<file path="src/sv/lirs_pkg.sv">
// Shared constants, types and codes of the linear interpolation resampler.
package lirs_pkg;

  localparam int SAMPLE_BITS = 16;
  localparam int FRAC_BITS   = 16;
  localparam int POS_W       = 44;
  localparam int STEP_W      = 20;
  localparam int SRC_W       = 25;
  localparam int OCNT_W      = 28;
  localparam int MAX_RESULTS = 10;
  localparam int RCNT_W      = $clog2(MAX_RESULTS + 1);
  localparam int PINT_W      = POS_W - FRAC_BITS;
  localparam int CMP_W       = ((PINT_W > SRC_W) ? PINT_W : SRC_W) + 1;
  localparam int DIFF_W      = SAMPLE_BITS + 1;
  localparam int PROD_W      = DIFF_W + FRAC_BITS + 1;

  localparam int APB_DW      = 32;
  localparam int ADDR_W      = 4;
  localparam int REG_IDX_W   = 2;

  // Register indexes (byte address = 4 * index)
  localparam logic [REG_IDX_W-1:0] REG_STEP   = 2'd0;
  localparam logic [REG_IDX_W-1:0] REG_SRC    = 2'd1;
  localparam logic [REG_IDX_W-1:0] REG_OCNT   = 2'd2;
  localparam logic [REG_IDX_W-1:0] REG_BYPASS = 2'd3;

  localparam logic [STEP_W-1:0] STEP_RESET = STEP_W'(1 << FRAC_BITS);
  localparam logic [SRC_W-1:0]  SRC_RESET  = SRC_W'(1);
  localparam logic [OCNT_W-1:0] OCNT_RESET = OCNT_W'(1);

  typedef struct packed {
    logic [STEP_W-1:0] step;
    logic [SRC_W-1:0]  source_count;
    logic [OCNT_W-1:0] output_count;
    logic              bypass;
  } cfg_t;

  typedef enum logic [1:0] {
    KIND_LERP,
    KIND_PREV,
    KIND_CUR,
    KIND_ZERO
  } kind_t;

  typedef enum logic [1:0] {
    ST_IDLE,
    ST_CALC,
    ST_EMIT,
    ST_BYPASS
  } state_t;

  typedef struct packed {
    logic capture;
    logic calc;
    logic emit;
    logic commit;
    logic byp_emit;
  } cmd_t;

  typedef struct packed {
    logic go;
    logic out_free;
    logic bypass;
  } stat_t;

endpackage

</file>
<file path="src/sv/lirs_regs.sv">
// APB configuration registers of the resampler.
module lirs_regs
  import lirs_pkg::*;
(
  input  logic              clk,
  input  logic              rst,
  input  logic              psel,
  input  logic              penable,
  input  logic              pwrite,
  input  logic [ADDR_W-1:0] paddr,
  input  logic [APB_DW-1:0] pwdata,
  output logic [APB_DW-1:0] prdata,
  output logic              pready,
  output cfg_t              cfg
);

  logic                 wr_en;
  logic [REG_IDX_W-1:0] idx;

  assign pready = 1'b1;
  assign wr_en  = psel & penable & pwrite & pready;
  assign idx    = paddr[ADDR_W-1:2];

  always_ff @(posedge clk) begin
    if (rst) begin
      cfg.step         <= STEP_RESET;
      cfg.source_count <= SRC_RESET;
      cfg.output_count <= OCNT_RESET;
      cfg.bypass       <= 1'b0;
    end else if (wr_en) begin
      case (idx)
        REG_STEP:   cfg.step         <= pwdata[STEP_W-1:0];
        REG_SRC:    cfg.source_count <= pwdata[SRC_W-1:0];
        REG_OCNT:   cfg.output_count <= pwdata[OCNT_W-1:0];
        REG_BYPASS: cfg.bypass       <= pwdata[0];
        default:    ;
      endcase
    end
  end

  always_comb begin
    case (idx)
      REG_STEP:   prdata = APB_DW'(cfg.step);
      REG_SRC:    prdata = APB_DW'(cfg.source_count);
      REG_OCNT:   prdata = APB_DW'(cfg.output_count);
      REG_BYPASS: prdata = APB_DW'(cfg.bypass);
      default:    prdata = '0;
    endcase
  end

endmodule

</file>
<file path="src/sv/lirs_ctrl.sv">
// Sequencing state machine of the resampler.
module lirs_ctrl
  import lirs_pkg::*;
(
  input  logic  clk,
  input  logic  rst,
  input  logic  s_tvalid,
  output logic  s_tready,
  input  stat_t stat,
  output cmd_t  cmd
);

  state_t state, state_next;

  always_ff @(posedge clk) begin
    if (rst) begin
      state <= ST_IDLE;
    end else begin
      state <= state_next;
    end
  end

  always_comb begin
    state_next = state;
    case (state)
      ST_IDLE: begin
        if (s_tvalid) begin
          state_next = stat.bypass ? ST_BYPASS : ST_CALC;
        end
      end
      ST_CALC: begin
        state_next = stat.go ? ST_EMIT : ST_IDLE;
      end
      ST_EMIT: begin
        if (stat.out_free) begin
          state_next = ST_CALC;
        end
      end
      ST_BYPASS: begin
        if (stat.out_free) begin
          state_next = ST_IDLE;
        end
      end
      default: state_next = ST_IDLE;
    endcase
  end

  always_comb begin
    s_tready     = 1'b0;
    cmd          = '0;
    case (state)
      ST_IDLE: begin
        s_tready    = 1'b1;
        cmd.capture = s_tvalid;
      end
      ST_CALC: begin
        cmd.calc   = 1'b1;
        cmd.commit = ~stat.go;
      end
      ST_EMIT: begin
        cmd.emit = stat.out_free;
      end
      ST_BYPASS: begin
        cmd.byp_emit = stat.out_free;
      end
      default: ;
    endcase
  end

endmodule

</file>
<file path="src/sv/lirs_dpath.sv">
// Datapath of the resampler: position, counters, interpolation and output register.
module lirs_dpath
  import lirs_pkg::*;
(
  input  logic                   clk,
  input  logic                   rst,
  input  cfg_t                   cfg,
  input  cmd_t                   cmd,
  output stat_t                  stat,
  input  logic [SAMPLE_BITS-1:0] s_tdata,
  output logic [SAMPLE_BITS-1:0] m_tdata,
  output logic                   m_tvalid,
  output logic                   m_tlast,
  input  logic                   m_tready
);

  logic signed [SAMPLE_BITS-1:0] prev_sample;
  logic signed [SAMPLE_BITS-1:0] cur_sample;
  logic [POS_W-1:0]              position;
  logic [SRC_W-1:0]              inputs_seen;
  logic [OCNT_W-1:0]             outputs_sent;
  logic [RCNT_W-1:0]             res_cnt;
  logic signed [PROD_W-1:0]      prod;
  kind_t                         kind;

  logic [CMP_W-1:0]              pc, nc, sc;
  logic                          after, final_in, ok;
  kind_t                         kind_c;
  logic signed [DIFF_W-1:0]      diff;
  logic signed [PROD_W-1:0]      prod_c;
  logic [SAMPLE_BITS-1:0]        value;
  logic                          byp_last;

  // Decode where the pending output sits relative to the sample pair
  assign pc       = CMP_W'(position[POS_W-1:FRAC_BITS]);
  assign nc       = CMP_W'(inputs_seen);
  assign sc       = CMP_W'(cfg.source_count);
  assign after    = (nc >= sc);
  assign final_in = ~after & ((nc + CMP_W'(1)) == sc);

  always_comb begin
    ok     = 1'b1;
    kind_c = KIND_ZERO;
    if (after) begin
      kind_c = (pc < sc) ? KIND_PREV : KIND_ZERO;
    end else if (pc < nc) begin
      kind_c = KIND_LERP;
    end else if (final_in && (pc == nc)) begin
      kind_c = KIND_CUR;
    end else if (final_in) begin
      kind_c = KIND_ZERO;
    end else begin
      ok = 1'b0;
    end
  end

  assign stat.go = ok & (res_cnt < RCNT_W'(MAX_RESULTS)) & (outputs_sent < cfg.output_count);
  assign stat.out_free = ~m_tvalid | m_tready;
  assign stat.bypass   = cfg.bypass;

  assign diff   = DIFF_W'(cur_sample) - DIFF_W'(prev_sample);
  assign prod_c = PROD_W'(diff) * $signed({1'b0, position[FRAC_BITS-1:0]});

  // The floor shift keeps only the bits that survive truncation to sample width
  always_comb begin
    case (kind)
      KIND_LERP: value = prev_sample + prod[FRAC_BITS +: SAMPLE_BITS];
      KIND_PREV: value = prev_sample;
      KIND_CUR:  value = cur_sample;
      KIND_ZERO: value = '0;
      default:   value = '0;
    endcase
  end

  assign byp_last = ({1'b0, inputs_seen} + (SRC_W + 1)'(1)) == {1'b0, cfg.source_count};

  always_ff @(posedge clk) begin
    if (cmd.capture) begin
      cur_sample <= s_tdata;
    end
    if (cmd.calc) begin
      prod <= prod_c;
      kind <= kind_c;
    end
    if (cmd.emit) begin
      m_tdata <= value;
      m_tlast <= ((outputs_sent + OCNT_W'(1)) == cfg.output_count);
    end else if (cmd.byp_emit) begin
      m_tdata <= cur_sample;
      m_tlast <= byp_last;
    end
  end

  always_ff @(posedge clk) begin
    if (rst) begin
      prev_sample  <= '0;
      position     <= '0;
      inputs_seen  <= '0;
      outputs_sent <= '0;
      res_cnt      <= '0;
      m_tvalid     <= 1'b0;
    end else begin
      if (cmd.capture) begin
        res_cnt <= '0;
      end
      if (cmd.emit) begin
        position     <= position + POS_W'(cfg.step);
        outputs_sent <= outputs_sent + OCNT_W'(1);
        res_cnt      <= res_cnt + RCNT_W'(1);
      end
      if (cmd.commit && !after) begin
        prev_sample <= cur_sample;
        inputs_seen <= inputs_seen + SRC_W'(1);
      end
      if (cmd.byp_emit) begin
        prev_sample <= cur_sample;
        if (inputs_seen != '1) begin
          inputs_seen <= inputs_seen + SRC_W'(1);
        end
      end
      if (cmd.emit || cmd.byp_emit) begin
        m_tvalid <= 1'b1;
      end else if (m_tready) begin
        m_tvalid <= 1'b0;
      end
    end
  end

endmodule

</file>
<file path="src/sv/linear_interp_resampler_top.sv">
// Top level of the linear interpolation sample-rate converter.
//
//   channel   direction  transfer when              payload
//   s_*       in         s_tvalid & s_tready        s_tdata[15:0] = sample
//   m_*       out        m_tvalid & m_tready        m_tdata[15:0] = out_sample, m_tlast = last
//   apb       in         psel & penable & pwrite    paddr 4*index, pwdata, prdata
//
// Sequence: after an input transfer, each result takes a step to form the product on
// the single multiplier and a step to load the output register, and a last step
// retires the input (at most ten results per input); bypass instead loads the output
// register with the captured sample. The single multiplier and output register set this order.
// Reset: rst is synchronous, active high; it clears the position, counters and
// previous sample and loads the register reset values.
// Stalls: a result waits in the output register; the next one is formed meanwhile
// and held until the register frees, and input is refused until the item retires.
module linear_interp_resampler_top
  import lirs_pkg::*;
(
  input  logic                   clk,
  input  logic                   rst,
  // Source samples
  input  logic                   s_tvalid,
  output logic                   s_tready,
  input  logic [SAMPLE_BITS-1:0] s_tdata,   // [15:0] sample
  // Resampled output
  output logic                   m_tvalid,
  input  logic                   m_tready,
  output logic [SAMPLE_BITS-1:0] m_tdata,   // [15:0] out_sample
  output logic                   m_tlast,
  // Configuration
  input  logic                   psel,
  input  logic                   penable,
  input  logic                   pwrite,
  input  logic [ADDR_W-1:0]      paddr,
  input  logic [APB_DW-1:0]      pwdata,
  output logic [APB_DW-1:0]      prdata,
  output logic                   pready
);

  cfg_t  cfg;
  cmd_t  cmd;
  stat_t stat;

  // Register file: step, source count, output count, bypass
  lirs_regs u_regs (
    .clk     (clk),
    .rst     (rst),
    .psel    (psel),
    .penable (penable),
    .pwrite  (pwrite),
    .paddr   (paddr),
    .pwdata  (pwdata),
    .prdata  (prdata),
    .pready  (pready),
    .cfg     (cfg)
  );

  // Sequence each input: accept, walk its pending outputs or forward it in bypass, retire
  lirs_ctrl u_ctrl (
    .clk      (clk),
    .rst      (rst),
    .s_tvalid (s_tvalid),
    .s_tready (s_tready),
    .stat     (stat),
    .cmd      (cmd)
  );

  // Hold position and counters, interpolate, drive the output register
  lirs_dpath u_dpath (
    .clk      (clk),
    .rst      (rst),
    .cfg      (cfg),
    .cmd      (cmd),
    .stat     (stat),
    .s_tdata  (s_tdata),
    .m_tdata  (m_tdata),
    .m_tvalid (m_tvalid),
    .m_tlast  (m_tlast),
    .m_tready (m_tready)
  );

endmodule
</file>
<file path="config.mk">
export PLATFORM = sky130hd
export DESIGN_NAME = linear_interp_resampler_top
export DESIGN_NICKNAME = d
export VERILOG_FILES = /design/src/sv/lirs_pkg.sv /design/src/sv/lirs_regs.sv /design/src/sv/lirs_ctrl.sv /design/src/sv/lirs_dpath.sv /design/src/sv/linear_interp_resampler_top.sv
export SDC_FILE = /design/constraint.sdc
export NUM_CORES = 2
export LEC_CHECK = 0
export ABC_CLOCK_PERIOD_IN_PS = 18100
export BUFFER_PORTS_ARGS = -buffer_cell sky130_fd_sc_hd__buf_2
export CAP_MARGIN = 20
export CORE_ASPECT_RATIO = 1.2
export CORE_MARGIN = 2
export CORE_UTILIZATION = 30
export CTS_BUF_LIST = sky130_fd_sc_hd__clkbuf_8
export DETAILED_ROUTE_END_ITERATION = 16
export GPL_ROUTABILITY_DRIVEN = 1
export PLACE_DENSITY = 0.42
export SLEW_MARGIN = 30
export SYNTH_ARGS = -nofsm -noshare
export SYNTH_HDL_FRONTEND = slang
export SYNTH_SLANG_ARGS = --single-unit
</file>
<file path="constraint.sdc">
create_clock -name clk -period 18.1 [get_ports clk]
set_input_delay 5.43 -clock clk [delete_from_list [all_inputs] [get_ports clk]]
set_output_delay 5.43 -clock clk [all_outputs]
set_load 0.01 [all_outputs]
</file>
==> out/metrics.csv <==
stage;metric;value;unit
cells_and_area;share of cells above drive strength 1;7.91;%
worst_setup_path;CP max stage delay;0.67;ns
synthesis;Distinct cells, synth;79;
clock_tree;post-CTS resize count;0;
run_status;status;finished clean;
synthesis;Syn Area/Cell;8.42;µm²
placement;Inst Count DP;4229;
cells_and_area;sequential cell area;0.00542;mm²
routing;post-route ant nets;0;
synthesis;Yosys reg bits;245;
synthesis;number of enable flip-flop cells after synthesis;51;
power;Pwr Density;66.2;mW/mm²
clock_tree;CTS tree;built;
timing;Slew Limit Fails;0;
synthesis;sequential fraction of the synthesis area;20.8;%
routing;WL final;83200;µm
synthesis;Post-synth ARST share;0;%
synthesis;largest area contributor in the netlist;fa_1;
cells_and_area;fin util;33.5;%
synthesis;post-synthesis cell count;3089;
synthesis;Most used DFF post-synth;dfxtp_1;
worst_setup_path;crit path DAT;6.98;ns
routing;wire length per cell;19.2;µm
clock_tree;Post-CTS Setup Inserts;0;
worst_setup_path;CP top delay family;simple AND/OR/NAND/NOR gates;
synthesis;Syn. warnings;0;
clock_tree;Clock Tree Buf Depth;3;
worst_setup_path;Worst EP required;12.67;ns
cells_and_area;fillcell total;9105;
clock_tree;number of H-tree levels;2;
routing;drt drc;0;
clock_tree;Sink Count;245;
placement;DP Worst Slack;5.65;ns
floorplan;Die Height;327;µm
routing;Via density;4.91;
synthesis;count leader, synth;inv_1;
routing;vias;21200;
floorplan;core area;0.0861;mm²
clock_tree;Hold-fix buffers, CTS;0;
routing;DR iter-0 viols;1063;
global_route;maximum number of pins on one net before global-route repair;112;
cells_and_area;Area growth, synth to finish;11.0;%
floorplan;DIE AREA;0.0891;mm²
timing;clk_skew;0.0632;ns
worst_setup_path;Buf+Inv Stages, Crit Path;3;
placement;port bufs;99;
global_route;GR Overflow Total;0;
worst_setup_path;crit-path cells;buf_2, buf_4, nor2b_1, a22o_1, buf_2;
floorplan;io pins;111;
timing;Tmin final;12.41;ns
global_route;gr usage total;18.9;%
worst_setup_path;crit path max fanout;25;
synthesis;Post-synth top cells;inv_1, nand2_1, fa_1, ha_1, a21oi_1;
job;Max Cap Viol;0;
timing;relative max-transition margin;31.4;%
worst_setup_path;Crit path top cell by count;buf_2;
synthesis;mapped cell area;0.0260;mm²
cells_and_area;Layout Cells excl Fill;4329;
clock_tree;clock tree root driver cell;clkbuf_8;
power;leak pwr;0.0129;µW
floorplan;Initial Utilization;30.2;%
cells_and_area;Final nets;3703;
timing;Max Fclk;80.6;MHz
cells_and_area;area of the multi-input gates;0.0184;mm²
timing;Slew @ Worst Pin;1.03;ns
power;VDD IR max;0.0000591;V
worst_setup_path;Crit Path Class;input port to output port;
placement;DPL Wire Length;63500;µm
timing;total negative slack;0;ns
global_route;first-pass GRT wire length;130000;µm
clock_tree;Skew-Pair Late Insertion Delay;0.69;ns
timing;crit share post-route;68.6;%
floorplan;Die Wd;273;µm
placement;gpl congestion;0.854;
synthesis;synth top area cells;fa_1, dfxtp_1, ha_1, inv_1, nand2_1;
clock_tree;CTS buffer count;51;
synthesis;post-synth top area share;20.2;%
timing;final setup margin;5.69;ns
floorplan;# rows;118;
worst_setup_path;Startpoint Class;input port;
timing;final hold viol count;0;
clock_tree;clk slew on worst S/H paths;0.06;ns
global_route;vias in the first global route;22400;
timing;RSZ-0062 raised after global routing;false;
worst_setup_path;Slowest cell on crit path;nor2b_1;
global_route;initial antenna violation count;6;
timing;Setup Viol. Count Final;0;
worst_setup_path;critical path endpoint category;output port;
min_path;hold crit path type;register to register;
routing;DR pass1 iterations;5;
## metrics by stage
step / hold slack (ns) / power [µW] / area (µm²)
2_1_floorplan: 0.449 / 1020 / 26000
4_1_cts: 0.487 / 1950 / 28800
3_3_place_gp: 0.467 / 1280 / 27700
6_report: 0.486 / 1910 / 28900
5_1_grt: 0.508 / 2030 / 28900
3_5_place_dp: 0.474 / 1290 / 27700
## where the power goes
part	leakage (µW)	switching (µW)	internal, µW	total, µW
combinational	0.0102	427	205	633
sequential	0.00205	41.3	597	638
clock	0.000628	288	351	639
total	0.0129	757	1150	1910
## area by class of cell
class                           count  share of cell area [%]
Antenna cell                        2                  0.0173
Clock buffer                       64                    3.05
Clock inverter                     32                   0.767
Inverter                          460                    5.98
Multi-Input combinational cell   2253                    63.8
Sequential cell                   245                    18.8
Tap cell                         1140                    4.94
Timing Repair Buffer              133                    2.67
## kinds of logic (layout without fill, tap and decap cells)
kind of cell / after synthesis / in the layout / share of synthesized area [%]
xor gates and xnor gates: 192 / 192 / 6.46
other: 2 / 7 / 0.0289
muxes: 44 / 44 / 1.75
and+or+nand+nor: 1020 / 1020 / 18.9
adders and majority gates: 500 / 500 / 31.6
buffers and inverters: 594 / 689 / 8.82
DFF: 245 / 245 / 20.8
AOI/OAI and AO/OA: 492 / 492 / 11.6
## worst min-delay path, stage by stage (launching register included)
cell and delay [ns]:
dfxtp_1 0.33, nand2_1 0.06, a21oi_1 0.05
## cells in the final DEF, fill, tap and decap left out, types with 35 or more instances in the layout
master and n:
edfxtp_1 51, a21oi_1 195, xor2_1 81, o21ai_0 110, clkbuf_8 64, xnor2_1 106
inv_1 473, or3_1 35, ha_1 238, nand2_1 422, dfxtp_1 192, nor2_1 138
nor2b_1 41, fa_1 262, nand3_1 72, nor3_1 35, buf_2 98, and2_1 124
mux2i_1 42
## per-layer routing
layer / wire length (µm) / global-route usage, %
met4: 4090 / 8.89
met5: 0 / 0
met2: 42600 / 34.3
met3: 2830 / 2.11
met1: 33700 / 22.0
## path summary, 6_finish.rpt
kind                            slack, ns                                end  cells past startpoint                           startpoint
worst max register to register       8.10         u_dpath.prod[30]$_DFFE_PN_                     31  u_dpath.prev_sample[1]$_SDFFE_PP0P_
worst min register to register       0.49  u_dpath.position[16]$_SDFFE_PP0P_                      2    u_dpath.position[16]$_SDFFE_PP0P_
worst max-delay path                 5.69                         prdata[22]                      5                             paddr[2]
worst min-delay path                 0.49  u_dpath.position[16]$_SDFFE_PP0P_                      2    u_dpath.position[16]$_SDFFE_PP0P_
## sequential cells by signal, summed over array words and instances, names as in the netlist
signal and cells:
u_regs.cfg 74, u_dpath.position 44, u_dpath.outputs_sent 28, u_dpath.inputs_seen 25
u_dpath.cur_sample 16, u_dpath.m_tdata 16, u_dpath.prev_sample 16, u_dpath.prod 16
u_dpath.res_cnt 4, u_ctrl.state 2, u_dpath.kind 2, u_dpath.m_tlast 1
u_dpath.m_tvalid 1
Note: power is estimated with default switching activity, not from simulation.
